File: config.mk
export PLATFORM = sky130hd
export DESIGN_NAME = scrolling_window_descriptor_gen_flat
export DESIGN_NICKNAME = d
export VERILOG_FILES = /design/src/swd_pkg.sv /design/src/swd_intf.sv /design/src/swd_cfg_regs.sv /design/src/swd_frame.sv /design/src/swd_page_seq.sv /design/src/scrolling_window_descriptor_gen.sv /design/src/flat_wrapper.sv
export SDC_FILE = /design/constraint.sdc
export NUM_CORES = 1
export LEC_CHECK = 0
export BUFFER_PORTS_ARGS = -buffer_cell sky130_fd_sc_hd__buf_2
export CAP_MARGIN = 20
export CELL_PAD_IN_SITES_DETAIL_PLACEMENT = 2
export CELL_PAD_IN_SITES_GLOBAL_PLACEMENT = 2
export CORE_MARGIN = 2
export CORE_UTILIZATION = 31
export CTS_CLUSTER_DIAMETER = 60
export CTS_CLUSTER_SIZE = 10
export DETAILED_ROUTE_END_ITERATION = 6
export GPL_ROUTABILITY_DRIVEN = 0
export PLACE_DENSITY = 0.71
export SLEW_MARGIN = 30
export SYNTH_ARGS = -nofsm -noshare
export SYNTH_HDL_FRONTEND = slang
export SYNTH_SLANG_ARGS = --single-unit
File: constraint.sdc
create_clock -name clk_i -period 19.49 [get_ports clk_i]
set_input_delay 0 -clock clk_i [delete_from_list [all_inputs] [get_ports clk_i]]
set_output_delay 0 -clock clk_i [all_outputs]
set_load 0.005 [all_outputs]
File: src/swd_pkg.sv
// Shared types and constants for the scrolling window descriptor generator.
// Depends on nothing; every other file imports it.
package swd_pkg;

  // Screen geometry.
  localparam int SCREEN_COLUMNS = 128;
  localparam int PAGES          = 8;

  // Field widths.
  localparam int PAGE_W     = 3;
  localparam int COL_W      = 8;
  localparam int ADDR_W     = 26;
  localparam int IMG_W      = 16;
  localparam int MARGIN_W   = 10;
  localparam int RATE_W     = 8;
  localparam int ACTION_W   = 2;
  localparam int BASE_W     = 24;
  localparam int START_W    = 17;
  localparam int POS_W      = 18;
  localparam int OFF_W      = 17;
  localparam int CFG_IDX_W  = 4;
  localparam int CFG_DATA_W = 24;

  // Width of the signed working values in the frame arithmetic.
  localparam int CALC_W = 20;

  // Input commands.
  typedef enum logic [0:0] {
    CMD_RESTART = 1'b0,
    CMD_TICK    = 1'b1
  } cmd_e;

  // Behavior at the right end of the image.
  typedef enum logic [ACTION_W-1:0] {
    END_ONESHOT = 2'd0,
    END_LOOP    = 2'd1,
    END_REVERSE = 2'd2
  } end_action_e;

  // Configuration register indexes.
  typedef enum logic [CFG_IDX_W-1:0] {
    REG_IMAGE_WIDTH  = 4'd0,
    REG_LEFT_MARGIN  = 4'd1,
    REG_RIGHT_MARGIN = 4'd2,
    REG_LEFT_HOLD    = 4'd3,
    REG_RIGHT_HOLD   = 4'd4,
    REG_INITIAL_RATE = 4'd5,
    REG_END_ACTION   = 4'd6,
    REG_DATA_BASE    = 4'd7
  } reg_idx_e;

  // Current register contents.
  typedef struct packed {
    logic [IMG_W-1:0]         image_width;
    logic [MARGIN_W-1:0]      left_margin;
    logic [MARGIN_W-1:0]      right_margin;
    logic [MARGIN_W-1:0]      left_hold;
    logic [MARGIN_W-1:0]      right_hold;
    logic signed [RATE_W-1:0] initial_rate;
    logic [ACTION_W-1:0]      end_action;
    logic [BASE_W-1:0]        data_base;
  } cfg_t;

  // Frame geometry handed from the frame unit to the page sequencer.
  typedef struct packed {
    logic              load;
    logic [ADDR_W-1:0] src_addr;
    logic [COL_W-1:0]  dest_column;
    logic [COL_W-1:0]  copy_width;
    logic              stopped;
  } frame_desc_t;

endpackage

File: src/swd_intf.sv
// Handshake channel interfaces of the scrolling window descriptor generator.
// Depends on swd_pkg for the field widths.

// Command input channel.
interface swd_in_if import swd_pkg::*; ();
  logic                valid;
  logic                ready;
  logic [0:0]          command;
  logic [START_W-1:0]  start_position;

  modport source (output valid, output command, output start_position, input ready);
  modport sink   (input valid, input command, input start_position, output ready);
endinterface

// Copy descriptor output channel.
interface swd_out_if import swd_pkg::*; ();
  logic              valid;
  logic              ready;
  logic [PAGE_W-1:0] page_index;
  logic [ADDR_W-1:0] source_address;
  logic [COL_W-1:0]  dest_column;
  logic [COL_W-1:0]  copy_width;
  logic              last_page;
  logic              stopped;

  modport source (output valid, output page_index, output source_address,
                  output dest_column, output copy_width, output last_page,
                  output stopped, input ready);
  modport sink   (input valid, input page_index, input source_address,
                  input dest_column, input copy_width, input last_page,
                  input stopped, output ready);
endinterface

// Configuration write channel.
interface swd_cfg_if import swd_pkg::*; ();
  logic                  valid;
  logic                  ready;
  logic [CFG_IDX_W-1:0]  index;
  logic [CFG_DATA_W-1:0] data;

  modport source (output valid, output index, output data, input ready);
  modport sink   (input valid, input index, input data, output ready);
endinterface

File: src/swd_cfg_regs.sv
// Configuration register file of the scrolling window descriptor generator.
// Depends on swd_pkg and the swd_cfg_if channel interface.
module swd_cfg_regs import swd_pkg::*; (
  input  logic      clk_i,
  input  logic      rst_ni,
  swd_cfg_if.sink   cfg_i,
  output cfg_t      regs_o
);

  cfg_t regs_q;

  // Writes are always taken; unknown indexes are dropped.
  assign cfg_i.ready = 1'b1;

  always_ff @(posedge clk_i or negedge rst_ni) begin
    if (!rst_ni) begin
      regs_q.image_width  <= IMG_W'(128);
      regs_q.left_margin  <= '0;
      regs_q.right_margin <= '0;
      regs_q.left_hold    <= '0;
      regs_q.right_hold   <= '0;
      regs_q.initial_rate <= RATE_W'(1);
      regs_q.end_action   <= END_ONESHOT;
      regs_q.data_base    <= '0;
    end else if (cfg_i.valid && cfg_i.ready) begin
      unique case (cfg_i.index)
        REG_IMAGE_WIDTH:  regs_q.image_width  <= cfg_i.data[IMG_W-1:0];
        REG_LEFT_MARGIN:  regs_q.left_margin  <= cfg_i.data[MARGIN_W-1:0];
        REG_RIGHT_MARGIN: regs_q.right_margin <= cfg_i.data[MARGIN_W-1:0];
        REG_LEFT_HOLD:    regs_q.left_hold    <= cfg_i.data[MARGIN_W-1:0];
        REG_RIGHT_HOLD:   regs_q.right_hold   <= cfg_i.data[MARGIN_W-1:0];
        REG_INITIAL_RATE: regs_q.initial_rate <= $signed(cfg_i.data[RATE_W-1:0]);
        REG_END_ACTION:   regs_q.end_action   <= cfg_i.data[ACTION_W-1:0];
        REG_DATA_BASE:    regs_q.data_base    <= cfg_i.data[BASE_W-1:0];
        default: ;
      endcase
    end
  end

  assign regs_o = regs_q;

endmodule

File: src/swd_frame.sv
// Frame unit: input register, scroll state, clamping, copy geometry and the
// position advance with end handling. Depends on swd_pkg and swd_in_if.
module swd_frame import swd_pkg::*; (
  input  logic        clk_i,
  input  logic        rst_ni,
  swd_in_if.sink      in_i,
  input  cfg_t        regs_i,
  input  logic        seq_free_i,
  output frame_desc_t desc_o
);

  localparam logic signed [CALC_W-1:0] SC_S = CALC_W'(SCREEN_COLUMNS);

  // Input register.
  logic                      in_vld_q;
  cmd_e                      cmd_q;
  logic signed [START_W-1:0] spos_q;

  // Scroll state.
  logic signed [POS_W-1:0]  position_q, position_d;
  logic signed [RATE_W-1:0] rate_q, rate_d;
  logic                     halted_q, halted_d;

  logic take;
  logic emit;

  // Combinational frame results.
  logic signed [CALC_W-1:0] clamp_s;
  logic [OFF_W-1:0]         offset;
  logic [COL_W-1:0]         cw_sat;
  logic [COL_W-1:0]         dest;

  // The held item leaves when it needs no descriptors or the sequencer frees up.
  assign take = in_vld_q && ((cmd_q == CMD_RESTART) || halted_q || seq_free_i);
  assign emit = take && (cmd_q == CMD_TICK) && !halted_q;
  assign in_i.ready = !in_vld_q || take;

  always_ff @(posedge clk_i or negedge rst_ni) begin
    if (!rst_ni) begin
      in_vld_q <= 1'b0;
    end else if (in_i.ready) begin
      in_vld_q <= in_i.valid;
    end
  end

  always_ff @(posedge clk_i) begin
    if (in_i.valid && in_i.ready) begin
      cmd_q  <= cmd_e'(in_i.command);
      spos_q <= $signed(in_i.start_position);
    end
  end

  // Clamp, geometry, advance and end handling.
  always_comb begin
    logic signed [CALC_W-1:0] pos_s, lm_s, rm_s, lh_s, rh_s, w_s;
    logic signed [CALC_W-1:0] lo_b, hi_b, c1, cw_raw, np_s, right_lim;

    pos_s = CALC_W'(position_q);
    w_s   = $signed(CALC_W'(regs_i.image_width));
    lm_s  = $signed(CALC_W'(regs_i.left_margin));
    rm_s  = $signed(CALC_W'(regs_i.right_margin));
    lh_s  = $signed(CALC_W'(regs_i.left_hold));
    rh_s  = $signed(CALC_W'(regs_i.right_hold));

    // Keep the window between the blank margins; the upper bound wins.
    lo_b    = -lm_s;
    hi_b    = w_s + rm_s - SC_S;
    c1      = (pos_s < lo_b) ? lo_b : pos_s;
    clamp_s = (c1 > hi_b) ? hi_b : c1;

    // Copy geometry.
    offset = clamp_s[CALC_W-1] ? '0 : clamp_s[OFF_W-1:0];
    cw_raw = clamp_s[CALC_W-1] ? (SC_S + clamp_s)
                               : (w_s - $signed(CALC_W'(offset)));
    if (cw_raw > SC_S) begin
      cw_sat = COL_W'(SCREEN_COLUMNS);
    end else if (cw_raw[CALC_W-1]) begin
      cw_sat = '0;
    end else begin
      cw_sat = cw_raw[COL_W-1:0];
    end
    dest = clamp_s[CALC_W-1] ? (COL_W'(SCREEN_COLUMNS) - cw_sat) : '0;

    // Advance the raw position, then bounce at the left end.
    rate_d   = rate_q;
    halted_d = halted_q;
    np_s     = pos_s + CALC_W'(rate_q);
    if (np_s < -(lh_s + lm_s)) begin
      np_s   = lo_b;
      rate_d = -rate_d;
    end

    // Right end action.
    right_lim = w_s - SC_S + rh_s + rm_s;
    if (np_s > right_lim) begin
      case (regs_i.end_action)
        END_LOOP: begin
          np_s = lo_b;
        end
        END_REVERSE: begin
          np_s   = hi_b;
          rate_d = -rate_d;
        end
        END_ONESHOT: begin
          halted_d = 1'b1;
        end
        default: begin
          halted_d = 1'b1;
        end
      endcase
    end
    position_d = np_s[POS_W-1:0];

    // A restart overrides all of the above.
    if (cmd_q == CMD_RESTART) begin
      position_d = POS_W'(spos_q);
      rate_d     = regs_i.initial_rate;
      halted_d   = 1'b0;
    end
  end

  // A tick absorbed while stopped leaves the scroll state alone.
  always_ff @(posedge clk_i or negedge rst_ni) begin
    if (!rst_ni) begin
      position_q <= '0;
      rate_q     <= RATE_W'(1);
      halted_q   <= 1'b0;
    end else if (take && ((cmd_q == CMD_RESTART) || !halted_q)) begin
      position_q <= position_d;
      rate_q     <= rate_d;
      halted_q   <= halted_d;
    end
  end

  // Frame geometry for the page sequencer.
  assign desc_o.load        = emit;
  assign desc_o.src_addr    = ADDR_W'(regs_i.data_base) + ADDR_W'(offset);
  assign desc_o.dest_column = dest;
  assign desc_o.copy_width  = cw_sat;
  assign desc_o.stopped     = halted_d;

endmodule

File: src/swd_page_seq.sv
// Page sequencer: holds one frame's geometry and sends one copy descriptor
// per display page. Depends on swd_pkg and swd_out_if.
module swd_page_seq import swd_pkg::*; (
  input  logic        clk_i,
  input  logic        rst_ni,
  input  frame_desc_t desc_i,
  input  logic [IMG_W-1:0] stride_i,
  output logic        free_o,
  swd_out_if.source   out_o
);

  logic              busy_q;
  logic [PAGE_W-1:0] page_q;
  logic [ADDR_W-1:0] addr_q;
  logic [COL_W-1:0]  dest_q;
  logic [COL_W-1:0]  cw_q;
  logic              stopped_q;

  logic last;
  logic xfer;

  assign last   = (page_q == PAGE_W'(PAGES - 1));
  assign xfer   = busy_q && out_o.ready;
  // A new frame may load as the last descriptor transfers.
  assign free_o = !busy_q || (xfer && last);

  always_ff @(posedge clk_i or negedge rst_ni) begin
    if (!rst_ni) begin
      busy_q <= 1'b0;
      page_q <= '0;
    end else if (desc_i.load) begin
      busy_q <= 1'b1;
      page_q <= '0;
    end else if (xfer) begin
      busy_q <= !last;
      page_q <= page_q + PAGE_W'(1);
    end
  end

  // Each page starts one image row further on.
  always_ff @(posedge clk_i) begin
    if (desc_i.load) begin
      addr_q    <= desc_i.src_addr;
      dest_q    <= desc_i.dest_column;
      cw_q      <= desc_i.copy_width;
      stopped_q <= desc_i.stopped;
    end else if (xfer) begin
      addr_q <= addr_q + ADDR_W'(stride_i);
    end
  end

  assign out_o.valid          = busy_q;
  assign out_o.page_index     = page_q;
  assign out_o.source_address = addr_q;
  assign out_o.dest_column    = dest_q;
  assign out_o.copy_width     = cw_q;
  assign out_o.last_page      = last;
  assign out_o.stopped        = stopped_q;

endmodule

File: src/scrolling_window_descriptor_gen.sv
// Top level of the scrolling window descriptor generator.
// Depends on swd_pkg, the channel interfaces, swd_cfg_regs, swd_frame and swd_page_seq.
//
// Usage:
// - cfg_i takes register writes at any time the block is idle; ready is always high.
// - in_i takes commands. A restart loads the scroll position and rate and gives
//   no descriptors. A frame tick gives eight copy descriptors on out_o, pages 0..7,
//   with last_page set on page 7, unless scrolling has stopped, in which case
//   the tick is absorbed with no output.
// - An accepted command is held in the input register; a tick waits there until the
//   page sequencer is free, which then registers its geometry and sends page 0 first.
// - Throughput: the page sequencer sends one descriptor per cycle while the receiver
//   is ready; restarts and absorbed ticks leave the input register without using it.
//   The next tick is taken into the input register while the current frame's
//   descriptors are still being sent, and its geometry loads as the last
//   descriptor transfers, so frames follow without a gap.
// - When the receiver stalls, the current descriptor holds and the input
//   register fills, after which in_i drops ready.
// - Reset clears the scroll state (position 0, rate 1, running) and sets
//   the registers to their reset values; no descriptor is pending.
module scrolling_window_descriptor_gen import swd_pkg::*; (
  input logic       clk_i,
  input logic       rst_ni,
  swd_cfg_if.sink   cfg_i,
  swd_in_if.sink    in_i,
  swd_out_if.source out_o
);

  cfg_t        regs;
  frame_desc_t desc;
  logic        seq_free;

  swd_cfg_regs u_cfg_regs (
    .clk_i  (clk_i),
    .rst_ni (rst_ni),
    .cfg_i  (cfg_i),
    .regs_o (regs)
  );

  swd_frame u_frame (
    .clk_i      (clk_i),
    .rst_ni     (rst_ni),
    .in_i       (in_i),
    .regs_i     (regs),
    .seq_free_i (seq_free),
    .desc_o     (desc)
  );

  swd_page_seq u_page_seq (
    .clk_i    (clk_i),
    .rst_ni   (rst_ni),
    .desc_i   (desc),
    .stride_i (regs.image_width),
    .free_o   (seq_free),
    .out_o    (out_o)
  );

  // A frame may only load into the sequencer when it is free.
  assert property (@(posedge clk_i) disable iff (!rst_ni)
    desc.load |-> seq_free)
    else $error("frame loaded while the page sequencer was busy");

  // Descriptors of one frame go out back to back with rising page numbers.
  assert property (@(posedge clk_i) disable iff (!rst_ni)
    out_o.valid && out_o.ready && !out_o.last_page
    |=> out_o.valid && (out_o.page_index == $past(out_o.page_index) + PAGE_W'(1)))
    else $error("page sequence broken within a frame");

  // Commands are only held off while descriptors are pending.
  assert property (@(posedge clk_i) disable iff (!rst_ni)
    !in_i.ready |-> out_o.valid)
    else $error("input stalled with no descriptor pending");

  // The first descriptor of a frame is page zero.
  assert property (@(posedge clk_i) disable iff (!rst_ni)
    desc.load |=> out_o.valid && (out_o.page_index == '0))
    else $error("frame did not start at page zero");

endmodule

File: src/flat_wrapper.sv
// flat-port wrapper written by rule: the top's interface ports become plain ports
module scrolling_window_descriptor_gen_flat import swd_pkg::*;
  (clk_i, rst_ni, cfg_i_valid, cfg_i_index, cfg_i_data, cfg_i_ready, in_i_valid, in_i_command, in_i_start_position, in_i_ready, out_o_valid, out_o_page_index, out_o_source_address, out_o_dest_column, out_o_copy_width, out_o_last_page, out_o_stopped, out_o_ready);
  swd_cfg_if cfg_i_i ();
  swd_in_if in_i_i ();
  swd_out_if out_o_i ();
  input logic clk_i;
  input logic rst_ni;
  input wire logic [$bits(cfg_i_i.valid)-1:0] cfg_i_valid;
  input wire logic [$bits(cfg_i_i.index)-1:0] cfg_i_index;
  input wire logic [$bits(cfg_i_i.data)-1:0] cfg_i_data;
  output wire logic [$bits(cfg_i_i.ready)-1:0] cfg_i_ready;
  input wire logic [$bits(in_i_i.valid)-1:0] in_i_valid;
  input wire logic [$bits(in_i_i.command)-1:0] in_i_command;
  input wire logic [$bits(in_i_i.start_position)-1:0] in_i_start_position;
  output wire logic [$bits(in_i_i.ready)-1:0] in_i_ready;
  output wire logic [$bits(out_o_i.valid)-1:0] out_o_valid;
  output wire logic [$bits(out_o_i.page_index)-1:0] out_o_page_index;
  output wire logic [$bits(out_o_i.source_address)-1:0] out_o_source_address;
  output wire logic [$bits(out_o_i.dest_column)-1:0] out_o_dest_column;
  output wire logic [$bits(out_o_i.copy_width)-1:0] out_o_copy_width;
  output wire logic [$bits(out_o_i.last_page)-1:0] out_o_last_page;
  output wire logic [$bits(out_o_i.stopped)-1:0] out_o_stopped;
  input wire logic [$bits(out_o_i.ready)-1:0] out_o_ready;
  assign cfg_i_i.valid = cfg_i_valid;
  assign cfg_i_i.index = cfg_i_index;
  assign cfg_i_i.data = cfg_i_data;
  assign cfg_i_ready = cfg_i_i.ready;
  assign in_i_i.valid = in_i_valid;
  assign in_i_i.command = in_i_command;
  assign in_i_i.start_position = in_i_start_position;
  assign in_i_ready = in_i_i.ready;
  assign out_o_valid = out_o_i.valid;
  assign out_o_page_index = out_o_i.page_index;
  assign out_o_source_address = out_o_i.source_address;
  assign out_o_dest_column = out_o_i.dest_column;
  assign out_o_copy_width = out_o_i.copy_width;
  assign out_o_last_page = out_o_i.last_page;
  assign out_o_stopped = out_o_i.stopped;
  assign out_o_i.ready = out_o_ready;
  scrolling_window_descriptor_gen u_core (.clk_i(clk_i), .rst_ni(rst_ni), .cfg_i(cfg_i_i), .in_i(in_i_i), .out_o(out_o_i));
endmodule
**Word level (Yosys, flattened, before mapping)**

Index checks and enable logic that the tools add are counted.

- Input bits: 51
- ROM bits: 0
- Output and inout bits: 50
- Memories: 0
- Register bits after elaboration: 183
- Logic and storage cells: 103
- RAM bits: 0
- Bits in latches: 0

- Add/subtract/negate cells: 17
- Multiply operators: 0
- Multiplexer cells: 23
- Shifts and indexed selects: 0
- $lt $le $gt $ge: 5
- Div/mod/pow operators: 0
- Equality and inequality tests: 10
- Bitwise operators: 1
- Reduce and logical (&&, ||, !) cells: 27

Operators by type and width:

| kind | count |
|---|---|
| $mux W20 | 4 |
| $mux W26 | 2 |
| $mux W8 | 6 |
| $mux W18 | 2 |
| $pmux W18 S2 | 1 |
| $add A26 B16 Y26 | 1 |
| $add A24 B17 Y25 | 1 |
| $add A9 B20 Y20 const A | 1 |
| $gt A20 B18 Y1 | 1 |
| $gt A20 B19 Y1 | 1 |
| $gt A20 B9 Y1 const B | 1 |
| $lt A18 B20 Y1 | 1 |
| $lt A19 B20 Y1 | 1 |
| $neg A10 Y20 | 1 |
| $neg A11 Y20 | 1 |
| $add A18 B11 Y19 | 1 |
| $add A18 B8 Y19 | 1 |
| $add A17 B11 Y18 | 1 |
| $sub A16 B17 Y18 | 1 |
| $sub A17 B8 Y18 const B | 1 |
| $add A16 B10 Y17 | 1 |
| $mux W17 | 1 |
| $sub A16 B8 Y17 const B | 1 |
| $eq A4 B3 Y1 const B | 4 |
| other kinds (19) | 46 |

**Depth between registers and ports, before layout**

Gate-level depths: netlist of the first run.

- Depth after elaboration: 11
- Mapped depth: 57
- Gate-level depth less buffers: 50

**Cells and area by module**

Synthesis of the first run repeated with hierarchy kept, for this count alone.

- Cells, all modules: 1990
- Area, all modules: 17596.9 sq um

Modules (own cells, without submodules):

| module | times used | area each (sq um) | seq. area each (sq um) | cells each |
|---|---|---|---|---|
| swd_frame | 1 | 11228.3 | 1242.4 | 1499 |
| swd_cfg_regs | 1 | 3458.3 | 2254.7 | 201 |
| swd_page_seq | 1 | 2910.3 | 1391.3 | 290 |

**Worst setup path after synthesis of the first run**

Ideal clock, no wire load.

- Path kind: reg-to-reg
- Start: reg u_core.u_cfg_regs.regs_q (netlist bit u_core.u_cfg_regs.regs_o[70])
- End: reg u_core.u_page_seq.dest_q[2] (netlist: u_core.u_page_seq.out_o.dest_column[2]), data pin
- Data required time: 19233 ps
- Buffers on the path: 8
- Arrival: 11374 ps
- Cell stages (with the launch flop): 52
- Clock period less this slack: 11631 ps
- Setup slack: 7859 ps
- Library setup time: 257 ps
- Path through: dfrtp_1 buf_2 nor4_4 nand2_1 or3_1 clkbuf_1 inv_1 ha_1 a21o_1 a21oi_1 nor2_1 nor4_1 o31a_1 a21oi_1 a21oi_1 clkbuf_1 buf_1 mux2i_1 (+16 left out) a21oi_1 o21a_1 o21ai_0 nand2b_1 a211oi_1 a21oi_1 a21oi_1 o21bai_1 a211oi_1 a221oi_1 nor4b_1 nand2_1 a21oi_4 o21ai_0 ha_1 and4_1 mux2i_1 nand2_1

- Cells in the longest elaborated chain, start to end: 11
- Elaborated cells on any way between the ends: 13
- Those cells by class: add/sub (4); order compare (3); mux (6)

RTL lines:

| element | RTL line | source |
|---|---|---|
| from (decl) | swd_cfg_regs.sv:10 | `cfg_t regs_q;` |
| $neg A10 Y20 (*) | swd_frame.sv:66 | `lo_b = -lm_s;` |
| $lt A18 B20 Y1 | swd_frame.sv:68 | `c1 = (pos_s < lo_b) ? lo_b : pos_s;` |
| $mux W20 (*) | swd_frame.sv:68 |  |
| $gt A20 B18 Y1 | swd_frame.sv:69 | `clamp_s = (c1 > hi_b) ? hi_b : c1;` |
| $mux W20 (*) | swd_frame.sv:69 |  |
| $mux W17 | swd_frame.sv:72 | `offset = clamp_s[CALC_W-1] ? '0 : clamp_s[OFF_W-1:0];` |
| $sub A16 B17 Y18 | swd_frame.sv:74 | `: (w_s - $signed(CALC_W'(offset)));` |
| $mux W20 | swd_frame.sv:73 | `cw_raw = clamp_s[CALC_W-1] ? (SC_S + clamp_s)` |
| $gt A20 B9 Y1 or $mux W8 (tied branches) | swd_frame.sv:75, swd_frame.sv:77 |  |
| $mux W8 | swd_frame.sv:75 | `if (cw_raw > SC_S) begin` |
| $sub A8 B8 Y8 | swd_frame.sv:82 | `dest = clamp_s[CALC_W-1] ? (COL_W'(SCREEN_COLUMNS) - cw_sat) : '0;` |
| to (signal assigned) | swd_page_seq.sv:44 | `dest_q <= desc_i.dest_column;` |
| to (decl) | swd_page_seq.sv:15 | `logic [COL_W-1:0] dest_q;` |

Every way passes the cells marked *; elsewhere a longest branch is shown, timed or not.
A chain may end at the register's enable or synchronous reset.

**Worst setup path after layout of the first run**

- Start: reg u_core.u_cfg_regs.regs_q (netlist bit u_core.u_cfg_regs.regs_o[69])
- End: reg u_core.u_page_seq.dest_q[4] (netlist: u_core.u_page_seq.out_o.dest_column[4]), data pin

The elaborated chain is that of the path after synthesis.

==> flow_summary.toml, run 1 <==
[setup_path]
path_class = "reg -> reg"
worstSetupEndpointType = "flip-flop"
max_stage_delay_ps = 710
critical_path.slowest_cell = "nor4b_1"
path_max_fanout = 30
rr_startpoint = "u_core.u_cfg_regs.regs_o[69]"
critPathLaunchType = "flip-flop"
crit_arrival_ps = 13300
required_ps = 19830
regToRegEndpoint = "u_core.u_page_seq.out_o.dest_column[4]"
r2r_slack_ps = 6530
r2r_cells = 46

[sta]
finalSetupViolCount = 0
final.setup.tns_ps = 0
max_freq_mhz = 77.2
drv_slew = 0
period_minus_slack_ps = 12960
max_slew_margin = 0.361
tightest_slew_ps = 948
finClkSkew_ps = 17.6
hold_viol = 0
rsz0062_at_grt = "no"
fin_crit_sh = 0.665

[placed_design]
placed_cells = 2583
hpwl_um = 48200
placed_area_um2 = 18000
port_buffers = 99

[detailed_routing]
via_per_inst = 5.42
firstDrtPassIters = 5
route.detailed.drc = 0
ant_nets = 0
drt_iter0_drc = 582
wl_per_cell_um = 22.6
num_vias = 14420
wl_um = 60200

[synthesis]
netlist_instances = 1830
ys.flop_type = "dfrtp_1"
yosys.area_share.simple = 0.143
synth_top_family_by_area = "adder cells"
synth_area_leader_cell = "dfrtp_1"
avgSynthCellArea_um2 = 9.10
synth_area_um2 = 16700
synth_mux_area_frac = 0.0975
yosysTopAreaCellShare = 0.179
ys_seq_area_frac = 0.293
yosysMostFrequentCell = "ha_1"
syn_nets = 2108
ys_warn_count = 0
synth_cell_types = 80
synth_seq_cells = 183
yosys.area_share.adder = 0.178
synth_compound_area_frac = 0.166
synth-xor-area-share = 0.0698
synth_edf_count = 61
synthTopCellsByArea = "dfrtp_1, ha_1, edfxtp_1"
synth_common_cells = "ha_1, inv_1, nand2_1, a21oi_1, dfrtp_1"
async_flop_share = 0.667

[clock_network]
clk_pin_slew_worst_paths_ps = 80
cts_hold_buf = 47
clock-sinks = 183
cts_made_buffers = 17
cts_resized = 0
cts_post_setup_buffers_inserted = 0
cts_buffer_depth = 2
h-tree-depth = 4
cts-root-buf = "clkbuf_16"
cts_tree = "done"
clk-insertion-delay-late_ps = 520

[cells_and_area]
final_cells = 2662
n_antenna_cell = 0
final_area_um2 = 19000
postLayoutCoreUtil = 0.360
n_fill_cell = 5870
drive_gt1_frac = 0.142
area_growth_pct = 14.3
num-nets-final = 2239

[floorplan]
dieArea_um2 = 55600
core_um2 = 52900
rows = 84
die_y_um = 236
ios = 101
die_x_um = 236
start_util = 0.315

[global_route]
gr-total-overflow = 0
antenna_found_initial = 1
grt_pass1_vias = 15794
grt_max_degree = 65
grt_first_pass_wirelength_um = 95000
grt.total_usage = 0.222

[outcome]
status = "finished clean"

[worst_hold_path]
worstHoldStart = "cfg_i_index[1]"
hold_depth = 3
whs_endpoint = "u_core.u_cfg_regs.regs_o[27]"
hold_class = "in -> reg"

[job]
drv_cap = 0
==> worst max-delay path by stage <==
stage,startpoint,to,slack [ps],cells past startpoint
after floorplan,u_core.u_cfg_regs.regs_o[70],u_core.u_page_seq.out_o.dest_column[2],7860,51
after global placement,u_core.u_cfg_regs.regs_o[69],u_core.u_page_seq.out_o.dest_column[2],7380,45
after detailed placement,u_core.u_cfg_regs.regs_o[69],u_core.u_page_seq.out_o.dest_column[4],6710,46
after CTS,u_core.u_cfg_regs.regs_o[69],u_core.u_page_seq.out_o.dest_column[4],6560,46
after global routing,u_core.u_cfg_regs.regs_o[69],u_core.u_page_seq.out_o.dest_column[4],5350,50
final,u_core.u_cfg_regs.regs_o[69],u_core.u_page_seq.out_o.dest_column[4],6530,46
==> worst max-delay path: cells and delay by family, from the launching register on <==
kind | cells | cell delay (ps)
compound gates | 15 | 3040
fa+ha+maj | 5 | 1720
buf+inv | 5 | 1470
flops | 1 | 490
mux | 1 | 230
simple gates | 20 | 5810
==> cells in the final DEF (no fill, tap or decap), types with 27 or more instances in the layout <==
cell	n
xnor2_1	80
mux2_2	97
nor3_1	27
nor2_1	104
xor2_1	47
inv_1	175
mux2i_1	52
nand3_1	38
a21oi_1	135
buf_2	98
nand2_1	141
dlygate4sd3_1	47
dfrtp_1	119
edfxtp_1	61
o21ai_0	95
a21o_1	52
ha_1	210
==> state kept, by name, indices dropped and copies added, names as in the netlist <==
signal / cells
u_core.u_frame.in_vld_q: 1
u_core.u_frame.position_q: 18
u_core.u_page_seq.out_o.valid: 1
u_core.u_page_seq.out_o.page_index: 3
u_core.u_page_seq.out_o.source_address: 26
u_core.u_page_seq.out_o.dest_column: 8
u_core.u_cfg_regs.regs_o: 90
u_core.u_page_seq.out_o.stopped: 1
u_core.u_frame.spos_q: 17
u_core.u_page_seq.out_o.copy_width: 8
u_core.u_frame.rate_q: 8
u_core.u_frame.halted_q: 1
u_core.u_frame.cmd_q: 1
==> cells by family (layout without fill, tap and decap cells) <==
logic type	after synthesis	count (layout)
other	1	1
and+or+nand+nor	477	477
xor gates and xnor gates	129	129
adders and majority gates	227	227
DFF	183	183
buffers and inverters	226	370
muxes	150	150
AOI/OAI and AO/OA	437	437
==> metal layers <==
metal  global-route usage  vias to the layer above  part of all wire
met1                0.298                     7426              0.48
li1                     -                     6794                 -
met2                0.375                      145              0.48
met5                    0                        -                 0
met4               0.0525                        0             0.016
met3               0.0318                       55             0.022
==> cell type report <==
class | count | area [um^2] | share of cell area
clock buffers | 17 | 425 | 0.0223
clock inverters | 15 | 179 | 0.00940
inverters | 176 | 661 | 0.0347
multi-input cells | 1421 | 10900 | 0.574
flip-flops and latches | 183 | 4890 | 0.257
well taps | 688 | 861 | 0.0452
repair buffers | 162 | 1090 | 0.0574
==> per-stage QoR <==
stage / setup WS, ps / hold slack (ps)
after floorplan: 7860 / -296
after global placement: 7380 / 38.4
after detailed placement: 6710 / 37.2
after CTS: 6560 / 1.14
after global routing: 5350 / 40.7
final: 6530 / 33.3
Power of run 1 is not shown: default switching activity piles up to over one toggle a cycle in this logic, so the estimate is an artifact.
==> inputs of run 2 (changes only) <==
--- a/config.mk
+++ b/config.mk
@@ -15,7 +15,7 @@
 export CTS_CLUSTER_SIZE = 10
 export DETAILED_ROUTE_END_ITERATION = 6
 export GPL_ROUTABILITY_DRIVEN = 0
-export PLACE_DENSITY = 0.71
+export PLACE_DENSITY = 0.74
 export SLEW_MARGIN = 30
 export SYNTH_ARGS = -nofsm -noshare
 export SYNTH_HDL_FRONTEND = slang
==> constraint.sdc (replaced) <==
create_clock -name clk_i -period 10.7 [get_ports clk_i]
set_input_delay 0 -clock clk_i [delete_from_list [all_inputs] [get_ports clk_i]]
set_output_delay 0 -clock clk_i [all_outputs]
set_load 0.005 [all_outputs]
==> run 2 against run 1 <==
  * Fmax grew 26%
  * Clock-buffer cell count is 2 higher
  * Core utilization is 1.4 points higher
  * Via count rose by 2.4%
  * Worst setup slack worse by 6100 ps
  * Global-route usage up 0.31 points
  * Register-to-register slack got worse by 6100 ps
  * Sequential share of layout area shrank 0.91 points
  * Final cell count rose by 2.3%
  * Die area unchanged
==> flow_summary.toml, run 2 (synthesized netlist as in run 1, its figures left out) <==
[setup_path]
path_class = "reg -> reg"
critPathLaunch = "u_core.u_cfg_regs.regs_o[70]"
critPathLaunchType = "flip-flop"
worstSetupEndpointType = "flip-flop"
critPathTopFamily = "simple AND/OR/NAND/NOR gates"
regToRegEndpoint = "u_core.u_page_seq.out_o.dest_column[4]"
rr_startpoint = "u_core.u_cfg_regs.regs_o[70]"
cp_num_buf_inv = 5
r2r_cells = 47
r2r_slack_ps = 380
crit_path_end = "u_core.u_page_seq.out_o.dest_column[4]"
crit_arrival_ps = 10540
max_stage_delay_ps = 570
path_depth = 47
critical_path.slowest_cell = "or4_4"
path_max_fanout = 10
required_ps = 10930

[clock_network]
cts_buffer_depth = 2
h-tree-depth = 4
cts_made_buffers = 17
clk_pin_slew_worst_paths_ps = 80
clock-sinks = 183
cts_tree = "done"
cts-root-buf = "clkbuf_16"
clk-insertion-delay-late_ps = 510

[placed_design]
hpwl_um = 49300
port_buffers = 99
placed_cells = 2607

[detailed_routing]
wl_um = 62500
drt_iter0_drc = 775
wl_per_cell_um = 23.0
route.detailed.drc = 0
via_per_inst = 5.42
ant_nets = 0
num_vias = 14770
firstDrtPassIters = 5

[cells_and_area]
n_antenna_cell = 0
final_cell_mix = "ha_1, inv_1, nand2_1"
largest_register_ffs = 90
drive_gt1_frac = 0.188
num-nets-final = 2300
area_growth_pct = 18.7
final_common_cell = "ha_1"
final_cells = 2723

[global_route]
grt.total_usage = 0.225
gr-total-overflow = 0
grt_pass1_vias = 16335
grt_first_pass_wirelength_um = 96500
grt_max_degree = 66
antenna_found_initial = 0

[sta]
finalSetupViolCount = 0
finClkSkew_ps = 23.5
hold_viol = 0
max_slew_margin = 0.356
tightest_slew_ps = 963
fin_crit_sh = 0.964
drv_slew = 0
max_freq_mhz = 96.9
period_minus_slack_ps = 10320

[floorplan]
die_y_um = 236
start_util = 0.315
core_um2 = 52900
dieArea_um2 = 55600
rows = 84
ios = 101
die_x_um = 236

[worst_hold_path]
hold_class = "in -> async"

[outcome]
status = "finished clean"

[job]
drv_cap = 0
run 2: cell count changes in the layout (fill, tap and decap cells not counted), sizes merged:
cell and delta:
clkinv -3, clkbuf +2, inv -3, buf +61, clkinvlp +4
run 2: layout make-up:
cell class | count | area, um^2
multi-input combinational | 1421 | 11200
inverter | 176 | 661
tap | 688 | 861
clock inverter | 13 | 92.6
fill | 5813 | 33100
timing repair buffer | 223 | 1580
sequential | 183 | 4890
clock buffer | 19 | 454
run 2: how the worst min path moves through the flow:
stage	startpoint	to	cells after the start
final	rst_ni	u_core.u_frame.rate_q[6]	2
after global routing	cfg_i_index[1]	u_core.u_cfg_regs.regs_o[33]	3
after CTS	cfg_i_index[1]	u_core.u_cfg_regs.regs_o[32]	3
after detailed placement	rst_ni	u_core.u_cfg_regs.regs_o[29]	1
after floorplan	rst_ni	u_core.u_cfg_regs.regs_o[0]	0
after global placement	rst_ni	u_core.u_cfg_regs.regs_o[29]	1
run 2: repair_timing:
item | in CTS | in global routing
resized for setup | 14 | 54
hold buffers | 47 | 0
endpoints found under the setup margin | 9 | 25
cloned | 0 | 1
pin swaps | 4 | 21
setup buffers | 11 | 24
hold endpoints to repair | 166 | 0
run 2: per-layer routing:
layer | part of all wire | wire length, um | track usage | vias to the layer above
li1 | - | - | - | 6925
met1 | 0.46 | 28500 | 0.288 | 7566
met2 | 0.49 | 30800 | 0.389 | 207
met3 | 0.024 | 1530 | 0.0294 | 72
met4 | 0.027 | 1710 | 0.0757 | 0
met5 | 0 | 0 | 0 | -
run 2: per-stage QoR:
step / TNS [ps] / setup WS, ps / area, um^2 / util / hold WS (ps)
after detailed placement: -1940 / -460 / 18200 / 0.343 / 39.0
final: 0 / 385 / 19800 / 0.374 / 40.4
after CTS: 0 / 5.75 / 19300 / 0.365 / 18.2
after floorplan: 0 / 4.23 / 16700 / - / -296
after global routing: -1500 / -229 / 19800 / 0.374 / 52.1
after global placement: 0 / 342 / 18200 / 0.343 / 23.5
Power of run 2 is left out for the same reason.
==> inputs of run 3 (changes only) <==
--- a/config.mk
+++ b/config.mk
@@ -5,6 +5,7 @@
 export SDC_FILE = /design/constraint.sdc
 export NUM_CORES = 1
 export LEC_CHECK = 0
+export ABC_AREA = 1
 export BUFFER_PORTS_ARGS = -buffer_cell sky130_fd_sc_hd__buf_2
 export CAP_MARGIN = 20
 export CELL_PAD_IN_SITES_DETAIL_PLACEMENT = 2
@@ -15,7 +16,7 @@
 export CTS_CLUSTER_SIZE = 10
 export DETAILED_ROUTE_END_ITERATION = 6
 export GPL_ROUTABILITY_DRIVEN = 0
-export PLACE_DENSITY = 0.74
+export PLACE_DENSITY = 0.78
 export SLEW_MARGIN = 30
 export SYNTH_ARGS = -nofsm -noshare
 export SYNTH_HDL_FRONTEND = slang
==> run 3 against run 2 <==
  * Die area down 2.1%
  * Flip-flop and latch count unchanged
  * Core utilization fell by 1.5 points
  * Hold slack worse by 18 ps
==> flow_summary.toml, run 3 <==
[floorplan]
die_x_um = 233
core_um2 = 52200
rows = 84
die_y_um = 233
dieArea_um2 = 54400
ios = 101
start_util = 0.312

[global_route]
grt_first_pass_wirelength_um = 96800
gr-total-overflow = 0
antenna_found_initial = 1
grt_max_degree = 71
grt_pass1_vias = 17284
grt.total_usage = 0.232

[cells_and_area]
final_cells = 3006
drive_gt1_frac = 0.103
final_cell_mix = "nand2_1, inv_1, ha_1"
postLayoutCoreUtil = 0.359
num-nets-final = 2583
n_fill_cell = 6073
final_common_cell = "nand2_1"
largest_register_ffs = 90
area_growth_pct = 15.2
n_antenna_cell = 0

[synthesis]
netlist_instances = 2164
ys_warn_count = 0
ys.flop_type = "dfrtp_1"
synthTopCellsByArea = "dfrtp_1, ha_1, edfxtp_1"
yosysMostFrequentCell = "nand2_1"
synth_edf_count = 61
syn_nets = 2442
synth_cell_types = 62
async_flop_share = 0.667
synth_seq_cells = 183
synth_area_leader_cell = "dfrtp_1"
ys_seq_area_frac = 0.300
synth_common_cells = "nand2_1, inv_1, o21ai_0, ha_1, nor2_1"
yosysTopAreaCellShare = 0.183
avgSynthCellArea_um2 = 7.53
synth_area_um2 = 16300

[setup_path]
required_ps = 10960
critPathLaunchType = "flip-flop"
max_stage_delay_ps = 410
path_class = "reg -> reg"
path_max_fanout = 16
worstSetupEndpointType = "flip-flop"
r2r_cells = 56
critical_path.slowest_cell = "dfrtp_1"
cpMostUsedCell = "a21oi_1"
crit_arrival_ps = 10070

[detailed_routing]
route.detailed.drc = 0
firstDrtPassIters = 5
num_vias = 15662
via_per_inst = 5.21
wl_per_cell_um = 20.5
ant_nets = 0
wl_um = 61800
drt_iter0_drc = 609

[sta]
fin_crit_sh = 0.917
hold_viol = 0
tightest_slew_ps = 960
finClkSkew_ps = 16.4
drv_slew = 0
finalSetupViolCount = 0
period_minus_slack_ps = 9810
max_freq_mhz = 102
max_slew_margin = 0.360
finalWorstSetupSlack_ps = 889

[placed_design]
hpwl_um = 47900
port_buffers = 99
place_ws_ps = 239
placed_cells = 2916

[outcome]
status = "finished clean"

[worst_hold_path]
hold_class = "in -> reg"
hold_depth = 3

[clock_network]
clk-insertion-delay-late_ps = 510
cts-root-buf = "clkbuf_16"
cts_made_buffers = 17
clock-sinks = 183
clk_pin_slew_worst_paths_ps = 80
cts_buffer_depth = 2
h-tree-depth = 4
cts_tree = "done"

[job]
drv_cap = 0
run 3: timing repair:
| action | in CTS | in global routing |
|---|---|---|
| endpoints found under the hold margin | 130 | 0 |
| gates resized for setup | 0 | 17 |
| endpoints found under the setup margin | 0 | 22 |
| hold buffers | 46 | 0 |
| buffers inserted | 0 | 12 |
run 3: logic make-up (layout without fill, tap and decap cells):
| logic type | count (synthesis) | count (layout) | share of synthesized area |
|---|---|---|---|
| simple gates | 790 | 790 | 0.207 |
| compound gates | 480 | 480 | 0.166 |
| buf+inv | 385 | 539 | 0.0911 |
| fa+ha+maj | 227 | 227 | 0.182 |
| flops | 183 | 183 | 0.300 |
| xor+xnor | 93 | 93 | 0.0500 |
| mux | 5 | 5 | 0.00338 |
| other cells | 1 | 1 | 0.000230 |
run 3: path summary, 6_finish.rpt:
check,start,end,slack (ps)
setup / recovery,u_core.u_cfg_regs.regs_o[64],u_core.u_page_seq.out_o.dest_column[6],890
hold / removal,cfg_i_data[5],u_core.u_cfg_regs.regs_o[39],20
setup reg to reg,u_core.u_cfg_regs.regs_o[64],u_core.u_page_seq.out_o.dest_column[6],890
hold reg to reg,u_core.u_cfg_regs.regs_o[42],u_core.u_cfg_regs.regs_o[42],490
max in group asynchronous,rst_ni,u_core.u_cfg_regs.regs_o[12],9320
min in group asynchronous,rst_ni,u_core.u_cfg_regs.regs_o[27],120
run 3: through the flow:
stage	hold WS, ps	instance area, um^2	TNS (ps)
after floorplan	-296	16300	0
after global placement	126	17600	0
after CTS	9.24	18600	0
final	22.4	18800	0
after global routing	27.7	18800	-38.3
after detailed placement	135	17600	0
run 3: cell type report:
cell class,count,area [um^2],share of cell area
multi-input combinational,1596,9980,0.532
sequential,183,4890,0.260
inverter,333,1260,0.0669
timing repair buffer,174,1180,0.0631
tap,688,861,0.0459
clock buffer,18,450,0.0240
clock inverter,14,148,0.00787
run 3: worst max-delay path: cells and delay by family, from the launching register on:
kind | cells | cell delay, ps
AND/OR/NAND/NOR | 24 | 3360
AO/OA/AOI/OAI | 19 | 3240
adder cells (fa/ha/maj) | 6 | 1520
buffers and inverters | 7 | 1010
flip-flops | 1 | 410
run 3: layer usage:
| layer | vias to the layer above | share of wire | global-route usage |
|---|---|---|---|
| met1 | 7858 | 0.45 | 0.292 |
| met4 | 0 | 0.036 | 0.0932 |
| met5 | - | 0 | 0 |
| li1 | 7502 | - | - |
| met2 | 200 | 0.49 | 0.401 |
| met3 | 102 | 0.025 | 0.0313 |
Power of run 3 is left out for the same reason.
